===== config.mk =====
export PLATFORM = sky130hd
export DESIGN_NAME = imu_serial_frame_parser
export DESIGN_NICKNAME = d
export VERILOG_FILES = /design/src/rtl/core/imu_sfp_pkg.sv /design/src/rtl/core/imu_sfp_decode.sv /design/src/rtl/core/imu_serial_frame_parser.sv
export VERILOG_INCLUDE_DIRS = /design/src /design/src/rtl/core
export SDC_FILE = /design/constraint.sdc
export NUM_CORES = 1
export LEC_CHECK = 0
export BUFFER_PORTS_ARGS = -buffer_cell sky130_fd_sc_hd__buf_2
export CAP_MARGIN = 10
export CORE_MARGIN = 3
export CORE_UTILIZATION = 45
export CTS_CLUSTER_SIZE = 30
export DETAILED_ROUTE_END_ITERATION = 8
export PLACE_DENSITY = 0.65
export SKIP_LAST_GASP = 1
export SYNTH_ARGS = -nofsm -noshare
export SYNTH_HDL_FRONTEND = slang
export SYNTH_SLANG_ARGS = --single-unit

===== constraint.sdc =====
create_clock -name aclk -period 13 [get_ports aclk]
set_clock_uncertainty 0.1 [all_clocks]
set_input_delay 1.95 -clock aclk [delete_from_list [all_inputs] [get_ports aclk]]
set_output_delay 1.95 -clock aclk [all_outputs]
set_load 0.05 [all_outputs]

===== src/rtl/core/imu_serial_frame_parser_defines.svh =====
// Assertion macros for the RTL of the IMU frame parser.
`ifndef IMU_SERIAL_FRAME_PARSER_DEFINES_SVH
`define IMU_SERIAL_FRAME_PARSER_DEFINES_SVH

// The consequent must hold in the same cycle as the antecedent.
`define IMU_SFP_ASSERT_NOW(label, clk, rstn, ante, cons) \
    label: assert property (@(posedge clk) disable iff (!(rstn)) (ante) |-> (cons)) \
        else $error("imu frame parser: same-cycle check failed");

// The consequent must hold in the cycle after the antecedent.
`define IMU_SFP_ASSERT_NEXT(label, clk, rstn, ante, cons) \
    label: assert property (@(posedge clk) disable iff (!(rstn)) (ante) |=> (cons)) \
        else $error("imu frame parser: next-cycle check failed");

`endif


===== src/rtl/core/imu_sfp_pkg.sv =====
package imu_sfp_pkg;

    localparam int FrameLen = 11;
    localparam int SumLen   = 10;
    localparam int FillW    = $clog2(FrameLen);

    localparam logic [7:0] SyncByte  = 8'h55;
    localparam logic [7:0] TypeAcc   = 8'h51;
    localparam logic [7:0] TypeAvel  = 8'h52;
    localparam logic [7:0] TypeAngle = 8'h53;
    localparam logic [7:0] TypeMag   = 8'h54;

    typedef enum logic [1:0] {
        KIND_ACC   = 2'd0,
        KIND_AVEL  = 2'd1,
        KIND_ANGLE = 2'd2,
        KIND_MAG   = 2'd3
    } frame_kind_t;

    // Byte 0 of the frame sits at index 0.
    typedef logic [FrameLen-1:0][7:0] frame_win_t;

    typedef struct packed {
        logic               frame_ok;
        logic               known;
        frame_kind_t        kind;
        logic signed [15:0] axis_x;
        logic signed [15:0] axis_y;
        logic signed [15:0] axis_z;
        logic signed [15:0] aux_word;
        logic signed [17:0] temp_total;
        logic signed [17:0] accum_next;
    } frame_dec_t;

endpackage


===== src/rtl/core/imu_sfp_decode.sv =====
module imu_sfp_decode (
    input  imu_sfp_pkg::frame_win_t win_i,
    input  logic signed [17:0]      accum_i,
    output imu_sfp_pkg::frame_dec_t dec_o
);
    import imu_sfp_pkg::*;

    logic [7:0]         pair_sum [SumLen/2];
    logic [7:0]         byte_sum;
    logic signed [15:0] aux;
    logic signed [18:0] wide_sum;
    logic signed [17:0] sat_sum;

    always_comb begin
        for (int i = 0; i < SumLen/2; i++) begin
            pair_sum[i] = win_i[2*i] + win_i[2*i+1];
        end
        byte_sum = ((pair_sum[0] + pair_sum[1]) + (pair_sum[2] + pair_sum[3])) + pair_sum[4];
    end

    assign aux      = $signed({win_i[9], win_i[8]});
    assign wide_sum = $signed({accum_i[17], accum_i}) + $signed({{3{aux[15]}}, aux});

    // The sum of two in-range values overflows 18 bits only by one bit, so the
    // top two bits disagreeing is enough to detect it.
    always_comb begin
        if (wide_sum[18] != wide_sum[17]) begin
            sat_sum = wide_sum[18] ? {1'b1, 17'd0} : {1'b0, {17{1'b1}}};
        end else begin
            sat_sum = wide_sum[17:0];
        end
    end

    always_comb begin
        dec_o.frame_ok   = (win_i[0] == SyncByte) && (byte_sum == win_i[10]);
        dec_o.known      = 1'b1;
        dec_o.kind       = KIND_ACC;
        dec_o.axis_x     = $signed({win_i[3], win_i[2]});
        dec_o.axis_y     = $signed({win_i[5], win_i[4]});
        dec_o.axis_z     = $signed({win_i[7], win_i[6]});
        dec_o.aux_word   = aux;
        dec_o.temp_total = '0;
        dec_o.accum_next = accum_i;
        case (win_i[1])
            TypeAcc: begin
                dec_o.kind       = KIND_ACC;
                dec_o.accum_next = {{2{aux[15]}}, aux};
            end
            TypeAvel: begin
                dec_o.kind       = KIND_AVEL;
                dec_o.accum_next = sat_sum;
            end
            TypeAngle: begin
                dec_o.kind       = KIND_ANGLE;
                dec_o.temp_total = sat_sum;
                dec_o.accum_next = '0;
            end
            TypeMag: begin
                dec_o.kind = KIND_MAG;
            end
            default: begin
                dec_o.known = 1'b0;
            end
        endcase
    end

endmodule


===== src/rtl/core/imu_serial_frame_parser.sv =====
// Byte-serial parser for 11-byte IMU frames.
// The s_ channel carries one received serial byte per beat (s_rx_byte). The
// m_ channel carries one decoded frame per beat: the frame kind, the four raw
// signed words of bytes 2 to 9 and, on angle frames, the saturated temperature
// sum that an acceleration frame starts and each angular-rate and angle frame adds to.
// A frame is reported when the eleventh byte of a window starting with the
// sync byte 0x55 and ending in a matching byte-sum checksum arrives and its
// type byte is known; any other window either slides by one byte or, for an
// unknown type, is dropped without a beat on the m_ channel.
// A closing byte is held in the input register and its result in the result
// register, which drives m_valid. Throughput: one byte per cycle unless m_ready
// holds the result register, limited by the combinational checksum tree and
// window update between the two registers.
// When the receiver holds m_ready low, the result register keeps its beat and
// one further byte is held in the input register before s_ready drops.
// A synchronous active-low reset empties both registers, the byte window and
// the temperature accumulator; no clearing pass is needed afterwards.
`include "imu_serial_frame_parser_defines.svh"

module imu_serial_frame_parser (
    input  logic               aclk,
    input  logic               aresetn,
    input  logic               s_valid,
    output logic               s_ready,
    input  logic [7:0]         s_rx_byte,
    output logic               m_valid,
    input  logic               m_ready,
    output logic [1:0]         m_frame_kind,
    output logic signed [15:0] m_axis_x,
    output logic signed [15:0] m_axis_y,
    output logic signed [15:0] m_axis_z,
    output logic signed [15:0] m_aux_word,
    output logic signed [17:0] m_temp_total
);
    import imu_sfp_pkg::*;

    logic                        in_valid_reg;
    logic [7:0]                  in_byte_reg;
    logic [SumLen-1:0][7:0]      win_reg;
    logic [FillW-1:0]            fill_reg;
    logic signed [17:0]          temp_accum_reg;
    logic                        out_valid_reg;
    frame_kind_t                 out_kind_reg;
    logic signed [15:0]          out_x_reg;
    logic signed [15:0]          out_y_reg;
    logic signed [15:0]          out_z_reg;
    logic signed [15:0]          out_aux_reg;
    logic signed [17:0]          out_total_reg;

    logic       proc_fire;
    logic       win_full;
    logic       produce;
    frame_win_t frame_win;
    frame_dec_t dec;

    assign proc_fire = in_valid_reg && (!out_valid_reg || m_ready);
    assign s_ready   = !in_valid_reg || proc_fire;
    assign win_full  = (fill_reg == FillW'(SumLen));
    // The new byte completes the window as byte 10.
    assign frame_win = {in_byte_reg, win_reg};
    assign produce   = win_full && dec.frame_ok && dec.known;

    imu_sfp_decode u_decode (
        .win_i   (frame_win),
        .accum_i (temp_accum_reg),
        .dec_o   (dec)
    );

    always_ff @(posedge aclk) begin
        if (!aresetn) begin
            in_valid_reg   <= 1'b0;
            fill_reg       <= '0;
            temp_accum_reg <= '0;
            out_valid_reg  <= 1'b0;
        end else begin
            if (s_valid && s_ready) begin
                in_valid_reg <= 1'b1;
            end else if (proc_fire) begin
                in_valid_reg <= 1'b0;
            end
            if (proc_fire) begin
                if (!win_full) begin
                    fill_reg <= fill_reg + FillW'(1);
                end else if (dec.frame_ok) begin
                    fill_reg <= '0;
                    if (dec.known) begin
                        temp_accum_reg <= dec.accum_next;
                    end
                end
                out_valid_reg <= produce;
            end else if (m_ready) begin
                out_valid_reg <= 1'b0;
            end
        end
    end

    always_ff @(posedge aclk) begin
        if (s_valid && s_ready) begin
            in_byte_reg <= s_rx_byte;
        end
        if (proc_fire) begin
            if (!win_full) begin
                win_reg[fill_reg] <= in_byte_reg;
            end else if (!dec.frame_ok) begin
                // Failed check: drop the oldest byte, keep ten.
                win_reg <= {in_byte_reg, win_reg[SumLen-1:1]};
            end
        end
        if (proc_fire && produce) begin
            out_kind_reg  <= dec.kind;
            out_x_reg     <= dec.axis_x;
            out_y_reg     <= dec.axis_y;
            out_z_reg     <= dec.axis_z;
            out_aux_reg   <= dec.aux_word;
            out_total_reg <= dec.temp_total;
        end
    end

    assign m_valid      = out_valid_reg;
    assign m_frame_kind = out_kind_reg;
    assign m_axis_x     = out_x_reg;
    assign m_axis_y     = out_y_reg;
    assign m_axis_z     = out_z_reg;
    assign m_aux_word   = out_aux_reg;
    assign m_temp_total = out_total_reg;

    `IMU_SFP_ASSERT_NOW(a_fill_in_range, aclk, aresetn, 1'b1, fill_reg <= FillW'(SumLen))
    `IMU_SFP_ASSERT_NEXT(a_no_result_while_filling, aclk, aresetn, proc_fire && !win_full, !out_valid_reg)
    `IMU_SFP_ASSERT_NEXT(a_good_frame_empties_window, aclk, aresetn, proc_fire && win_full && dec.frame_ok, fill_reg == '0)
    `IMU_SFP_ASSERT_NEXT(a_angle_clears_accum, aclk, aresetn, proc_fire && produce && dec.kind == KIND_ANGLE, temp_accum_reg == '0)

endmodule


# Word-level counts from Yosys, hierarchy flattened
# Index checks and enable logic that the tools add are counted.
# totals
reg_bits	196
elab_cells	78
in_bits	12
# op_classes
eq_ne	10
n_reduce_logical	18
add_sub_neg	11
mux	16
order_cmp	2
# ops
cell	n
$mux 80	2
$bwmux 80	1
$add 8x8->8	9
$pmux 18 s3	1
$eq 8x7->1 const B	5
$mux 18	2
$demux 8 s4	1
$add 18x16->19	1
$eq 8x8->1	1
$mux 4	2
$mux 8	1
$logic_and 1x1->1	7
$pmux 2 s3	1
$lt 4x5->1 const B	1
$mux 1	5
$reduce_and 5->1	1
$add 4x1->4 const B	1
$eq 4x4->1 const B	1
$ge 4x1->1 const B	1
$reduce_and 2->1	2
$reduce_bool 2->1	2
$reduce_or 4->1	1
$reduce_bool 3->1	1
$logic_not 1->1	2
4 further kinds	5

# Longest topological paths before layout
# logic_depth
ltp_word	9
ltp_mapped	24

# Hierarchy
# Synthesis repeated with hierarchy kept, for this count alone.
# hier_totals
hier_cells	874
area_unflattened_um2	10777.8
# modules_own_cells
module	cells_each	n_inst	area_per_inst_um2	seq_area_each_um2
imu_serial_frame_parser	428	1	7153.1	5645.4
imu_sfp_decode	446	1	3624.7	0.0

# Worst setup path after synthesis
# Ideal clock, no wire load.
# synth_timing
path_kind	flip-flop to flip-flop
from	register win_reg (netlist bit frame_win[10])
to	register out_aux_reg[0], in the netlist m_aux_word[0] (enable)
path_stages_with_launch	16
required_ns	12.246
path_slack_ns	1.122
arrival_ns	11.124
setup_time_ns	0.654
path_buffers	0
path_cell_list	edfxtp_1 > fa_1 > inv_1 > fa_1 > fa_1 > fa_1 > inv_1 > fa_1 > inv_1 > fa_1 > xnor2_1 > nor3_1 > nand4_1 > or4_4 > nand4bb_2 > a211oi_1
# synth_between
elab_chain_cells	9
elab_cells_between_ends	15
cone_classes	add/sub (4); eq/ne (5); mux (1); reduce/logical (5)
# synth_rtl
element	line_no	text
from (decl)	imu_serial_frame_parser.sv:39	logic [SumLen-1:0][7:0] win_reg;
from (signal, indexed assignment)	imu_serial_frame_parser.sv:103	win_reg[fill_reg] <= in_byte_reg;
from (signal assigned)	imu_serial_frame_parser.sv:106	win_reg <= {in_byte_reg, win_reg[SumLen-1:1]};
$add 8x8->8	imu_sfp_decode.sv:16	pair_sum[i] = win_i[2*i] + win_i[2*i+1];
$add 8x8->8 (3 in series)	imu_sfp_decode.sv:18	byte_sum = ((pair_sum[0] + pair_sum[1]) + (pair_sum[2] + pair_sum[3])) + pair_sum[4];
$eq 8x8->1	imu_sfp_decode.sv:35	dec_o.frame_ok = (win_i[0] == SyncByte) && (byte_sum == win_i[10]);
$logic_and 1x1->1	imu_sfp_decode.sv:35	
$logic_and 1x1->1	imu_serial_frame_parser.sv:61	assign produce = win_full && dec.frame_ok && dec.known;
$logic_and 1x1->1 *	imu_serial_frame_parser.sv:61	
$logic_and 1x1->1 *	imu_serial_frame_parser.sv:109	if (proc_fire && produce) begin
to (signal assigned)	imu_serial_frame_parser.sv:114	out_aux_reg <= dec.aux_word;
to (decl)	imu_serial_frame_parser.sv:47	logic signed [15:0] out_aux_reg;
# Mark *: on every way between the ends. The rest lies on a longest branch, timed or not.
# A chain may end at the register's enable or synchronous reset.

# Final worst setup path
# layout_timing
from	register win_reg (netlist bit frame_win[10])
to	register win_reg (netlist bit frame_win[37]) (enable)
# layout_between
elab_chain_cells	8
# layout_rtl
element	line_no
$add 8x8->8	imu_sfp_decode.sv:16
$add 8x8->8 (3 in series)	imu_sfp_decode.sv:18
$eq 8x8->1	imu_sfp_decode.sv:35
$logic_and 1x1->1	imu_sfp_decode.sv:35
$ne 2x2->1 (no line)	--
$reduce_and 2->1 (no line)	--
# No other way between the ends.

==> run_summary.xml <==
<?xml version="1.0" encoding="UTF-8"?>
<metrics>
  <group name="logic_synthesis">
    <metric name="synth.net_count" unit="">884</metric>
    <metric name="post_synthesis_sequential_area_ratio" unit="">0.555</metric>
    <metric name="dominantRegCellSynth" unit="">sky130_fd_sc_hd__edfxtp_1</metric>
    <metric name="ys_seq_elements" unit="">196</metric>
    <metric name="postSynth.asyncResetShare" unit="">0</metric>
    <metric name="synth_edf_count" unit="">172</metric>
    <metric name="syn_area" unit="mm2">0.0102</metric>
    <metric name="netlist-cell-type-count" unit="">64</metric>
    <metric name="syn_area_per_cell" unit="um2">12.9</metric>
    <metric name="number_of_cells_produced_by_synthesis" unit="">790</metric>
    <metric name="synth-warning-count" unit="">0</metric>
  </group>
  <group name="timing">
    <metric name="setup_tns" unit="ns">0</metric>
    <metric name="tightestPinTransition" unit="ns">1.24</metric>
    <metric name="slew_headroom" unit="">0.167</metric>
    <metric name="peak_clock_frequency_supported_by_timing" unit="MHz">150</metric>
    <metric name="hold_viol_final" unit="">0</metric>
    <metric name="rsz0062_at_grt" unit="">no</metric>
    <metric name="min_period" unit="ns">6.69</metric>
    <metric name="drv_slew" unit="">0</metric>
    <metric name="hold_slack" unit="ns">0.418</metric>
    <metric name="finalSetupViolCount" unit="">0</metric>
    <metric name="final.period_utilization" unit="">0.514</metric>
  </group>
  <group name="setup_path">
    <metric name="endpoint_class_of_the_critical_path" unit="">flip-flop</metric>
    <metric name="crit_path_frequent_cell" unit="">sky130_fd_sc_hd__fa_1</metric>
    <metric name="worstSetupPathType" unit="">flip-flop to flip-flop</metric>
    <metric name="crit_fanout" unit="">9</metric>
    <metric name="cp_cell_sequence" unit="">fa_1 -&gt; inv_1 -&gt; fa_1 -&gt; fa_1 -&gt; fa_1 -&gt; inv_1 -&gt; fa_1 -&gt; ha_1 -&gt; a21o_1 -&gt; a21o_1 -&gt; and4_1 -&gt; nor3_1 -&gt; nand4bb_2 -&gt; nand2_1 -&gt; nor3_1</metric>
    <metric name="required" unit="ns">12.97</metric>
    <metric name="crit_buf_inv" unit="">2</metric>
    <metric name="critical_path_arrival" unit="ns">6.65</metric>
    <metric name="path_delay_family" unit="">adder cells</metric>
    <metric name="cp_slowest_stage_delay" unit="ns">1.05</metric>
    <metric name="cp_slowest_cell" unit="">sky130_fd_sc_hd__nor3_1</metric>
    <metric name="critPathLaunchType" unit="">flip-flop</metric>
  </group>
  <group name="drt">
    <metric name="wl_per_cell" unit="um">20.9</metric>
    <metric name="drtIter0Drc" unit="">531</metric>
    <metric name="avgViaCountPerCell" unit="">5.59</metric>
    <metric name="drt_pre_antenna_iters" unit="">5</metric>
    <metric name="totalWireLength" unit="um">24300</metric>
    <metric name="vias" unit="">6521</metric>
    <metric name="route.detailed.drc" unit="">0</metric>
    <metric name="route.antenna.remaining_nets" unit="">0</metric>
  </group>
  <group name="pwr">
    <metric name="power_per_cell_area" unit="mW/mm2">120</metric>
    <metric name="power.total" unit="mW">1.39</metric>
    <metric name="p_leak" unit="nW">4.48</metric>
    <metric name="peakVddDrop" unit="uV">83.9</metric>
  </group>
  <group name="status">
    <metric name="status" unit="">finished clean</metric>
  </group>
  <group name="global_routing">
    <metric name="first_global_vias" unit="">6403</metric>
    <metric name="grt_antenna_before_repair" unit="">0</metric>
    <metric name="global_route_wire_length_before_repair" unit="um">37600</metric>
    <metric name="gr-total-overflow" unit="">0</metric>
    <metric name="grt_max_degree" unit="">71</metric>
    <metric name="track_usage" unit="">0.204</metric>
  </group>
  <group name="place">
    <metric name="detailedPlacementHpwl" unit="um">16900</metric>
    <metric name="gp_routability_congestion" unit="">0.860</metric>
    <metric name="placement.io_buffers" unit="">97</metric>
  </group>
  <group name="finish">
    <metric name="diodes" unit="">0</metric>
    <metric name="layout.nets" unit="">967</metric>
    <metric name="largest_reg_flops" unit="">80</metric>
    <metric name="drive_above_1_share" unit="">0.188</metric>
    <metric name="area_growth_syn_to_layout" unit="%">13.5</metric>
  </group>
  <group name="floorplan">
    <metric name="fp-row-count" unit="">54</metric>
    <metric name="fp.dieH" unit="um">156</metric>
    <metric name="floorplan.die_area" unit="mm2">0.0244</metric>
    <metric name="effective_utilization_at_floorplan" unit="">0.462</metric>
    <metric name="core_area" unit="mm2">0.0220</metric>
    <metric name="io_pins" unit="">98</metric>
    <metric name="die-width" unit="um">156</metric>
  </group>
  <group name="clock_network">
    <metric name="ctsRootBufferMaster" unit="">sky130_fd_sc_hd__clkbuf_16</metric>
    <metric name="worst_setup_hold_path_clk_slew" unit="ns">0.08</metric>
    <metric name="htreeDepth" unit="">4</metric>
    <metric name="cts_tree" unit="">yes</metric>
    <metric name="cts_buffer_depth" unit="">2</metric>
    <metric name="cts_sinks" unit="">196</metric>
    <metric name="worst_skew_pair.late_latency" unit="ns">0.45</metric>
    <metric name="cts.repair_timing.setup_buffer_count" unit="">0</metric>
    <metric name="cts_resized" unit="">0</metric>
    <metric name="number_of_buffers_inserted_during_clock_tree_synthesis" unit="">17</metric>
    <metric name="ctsHoldBuffers" unit="">0</metric>
  </group>
  <group name="run">
    <metric name="cap_violations" unit="">0</metric>
  </group>
  <group name="worst_hold_path">
    <metric name="hp-class" unit="">flip-flop to flip-flop</metric>
  </group>
</metrics>
[per-layer routing]
layer  global-route usage  part of all wire  vias to the layer above
met4               0.0538             0.015                        0
met2                0.300              0.43                      268
met1                0.315              0.48                     3198
met5                    0                 0                        -
met3               0.0371             0.073                       26
li1                     -                 -                     3029
[worst register-to-register path: cells and delay by family (launching register included)]
kind	cells	cell delay, ns
compound gates	2	0.37
fa+ha+maj	6	2.93
simple gates	5	2.29
flops	1	0.50
buf+inv	2	0.11
[Yosys cell counts (all sizes together), types with 2 or more instances]
| library cell | count | share of area |
|---|---|---|
| fa | 51 | 0.10 |
| nor4 | 3 | 0.0018 |
| edfxtp | 172 | 0.51 |
| o21ai | 26 | 0.016 |
| or4 | 2 | 0.0018 |
| a211oi | 3 | 0.0022 |
| ha | 31 | 0.038 |
| and4 | 2 | 0.0017 |
| a22o | 64 | 0.055 |
| a21oi | 57 | 0.032 |
| and2 | 13 | 0.0082 |
| nand3b | 2 | 0.0015 |
| o31ai | 2 | 0.0015 |
| o21a | 9 | 0.0066 |
| inv | 60 | 0.022 |
| nor2 | 61 | 0.023 |
| and3 | 8 | 0.0050 |
| nor3 | 19 | 0.010 |
| a21o | 6 | 0.0044 |
| nor2b | 6 | 0.0037 |
| clkbuf | 30 | 0.011 |
| buf | 10 | 0.0073 |
| nand4 | 2 | 0.0012 |
| xnor2 | 28 | 0.024 |
| mux2i | 8 | 0.0079 |
| xor2 | 11 | 0.0095 |
| nand2 | 37 | 0.014 |
| or2 | 4 | 0.0025 |
| nand3 | 7 | 0.0047 |
| dfxtp | 24 | 0.047 |
| a31oi | 6 | 0.0037 |
| nand2b | 6 | 0.0037 |
[path summary, 6_finish.rpt]
kind | startpoint | end | slack (ns) | cells after the start
max | frame_win[10] | frame_win[37] | 6.31 | 15
min | temp_accum_reg[17] | temp_accum_reg[17] | 0.42 | 1
max reg2reg | frame_win[10] | frame_win[37] | 6.31 | 15
min reg2reg | temp_accum_reg[17] | temp_accum_reg[17] | 0.42 | 1
[cell usage in the layout (no fill, tap or decap), drive strengths merged, types with 3 or more instances in the layout]
| cell | count |
|---|---|
| nand2b | 6 |
| ha | 31 |
| mux2i | 8 |
| inv | 66 |
| a211oi | 3 |
| xor2 | 11 |
| xnor2 | 28 |
| buf | 103 |
| nor4 | 3 |
| nand2 | 37 |
| o21a | 9 |
| fa | 51 |
| and3 | 8 |
| a22o | 64 |
| a21oi | 57 |
| a21o | 6 |
| and2 | 13 |
| nor2b | 6 |
| clkbuf | 18 |
| dfxtp | 24 |
| nand3 | 7 |
| edfxtp | 172 |
| or2 | 4 |
| o21ai | 26 |
| nor2 | 61 |
| clkinv | 8 |
| nor3 | 19 |
| a31oi | 6 |
[final cells by class]
| class | instances | area (um2) |
|---|---|---|
| Clock inverter | 15 | 225 |
| Fill cell | 1878 | 10500 |
| Inverter | 60 | 225 |
| Multi-Input combinational cell | 494 | 4130 |
| Tap cell | 280 | 350 |
| Clock buffer | 17 | 425 |
| Timing Repair Buffer | 104 | 536 |
| Sequential cell | 196 | 5650 |
[where the power goes]
part	internal [mW]	switching, mW
logic	0.0482	0.0737
clock network	0.285	0.283
registers	0.681	0.0155
total	1.01	0.372
[per-stage QoR]
| stage | std cells | worst slack, ns | utilization | cell area [um2] |
|---|---|---|---|---|
| floorplan | 790 | 1.12 | - | 10200 |
| global placement | 1133 | 6.47 | 0.494 | 10900 |
| detailed placement | 1133 | 6.33 | 0.494 | 10900 |
| CTS | 1165 | 6.29 | 0.524 | 11500 |
| global route | 1166 | 6.04 | 0.524 | 11500 |
| finish | 1166 | 6.31 | 0.524 | 11500 |
[kinds of logic (layout without fill, tap and decap cells)]
| group | Yosys count | after routing | share of synthesized area |
|---|---|---|---|
| compound gates | 186 | 186 | 0.133 |
| xor+xnor | 40 | 40 | 0.0358 |
| fa+ha+maj | 82 | 82 | 0.139 |
| buf+inv | 100 | 196 | 0.0405 |
| flops | 196 | 196 | 0.555 |
| mux | 8 | 8 | 0.00788 |
| simple gates | 178 | 178 | 0.0889 |
Note: power is estimated with default switching activity, not from simulation.
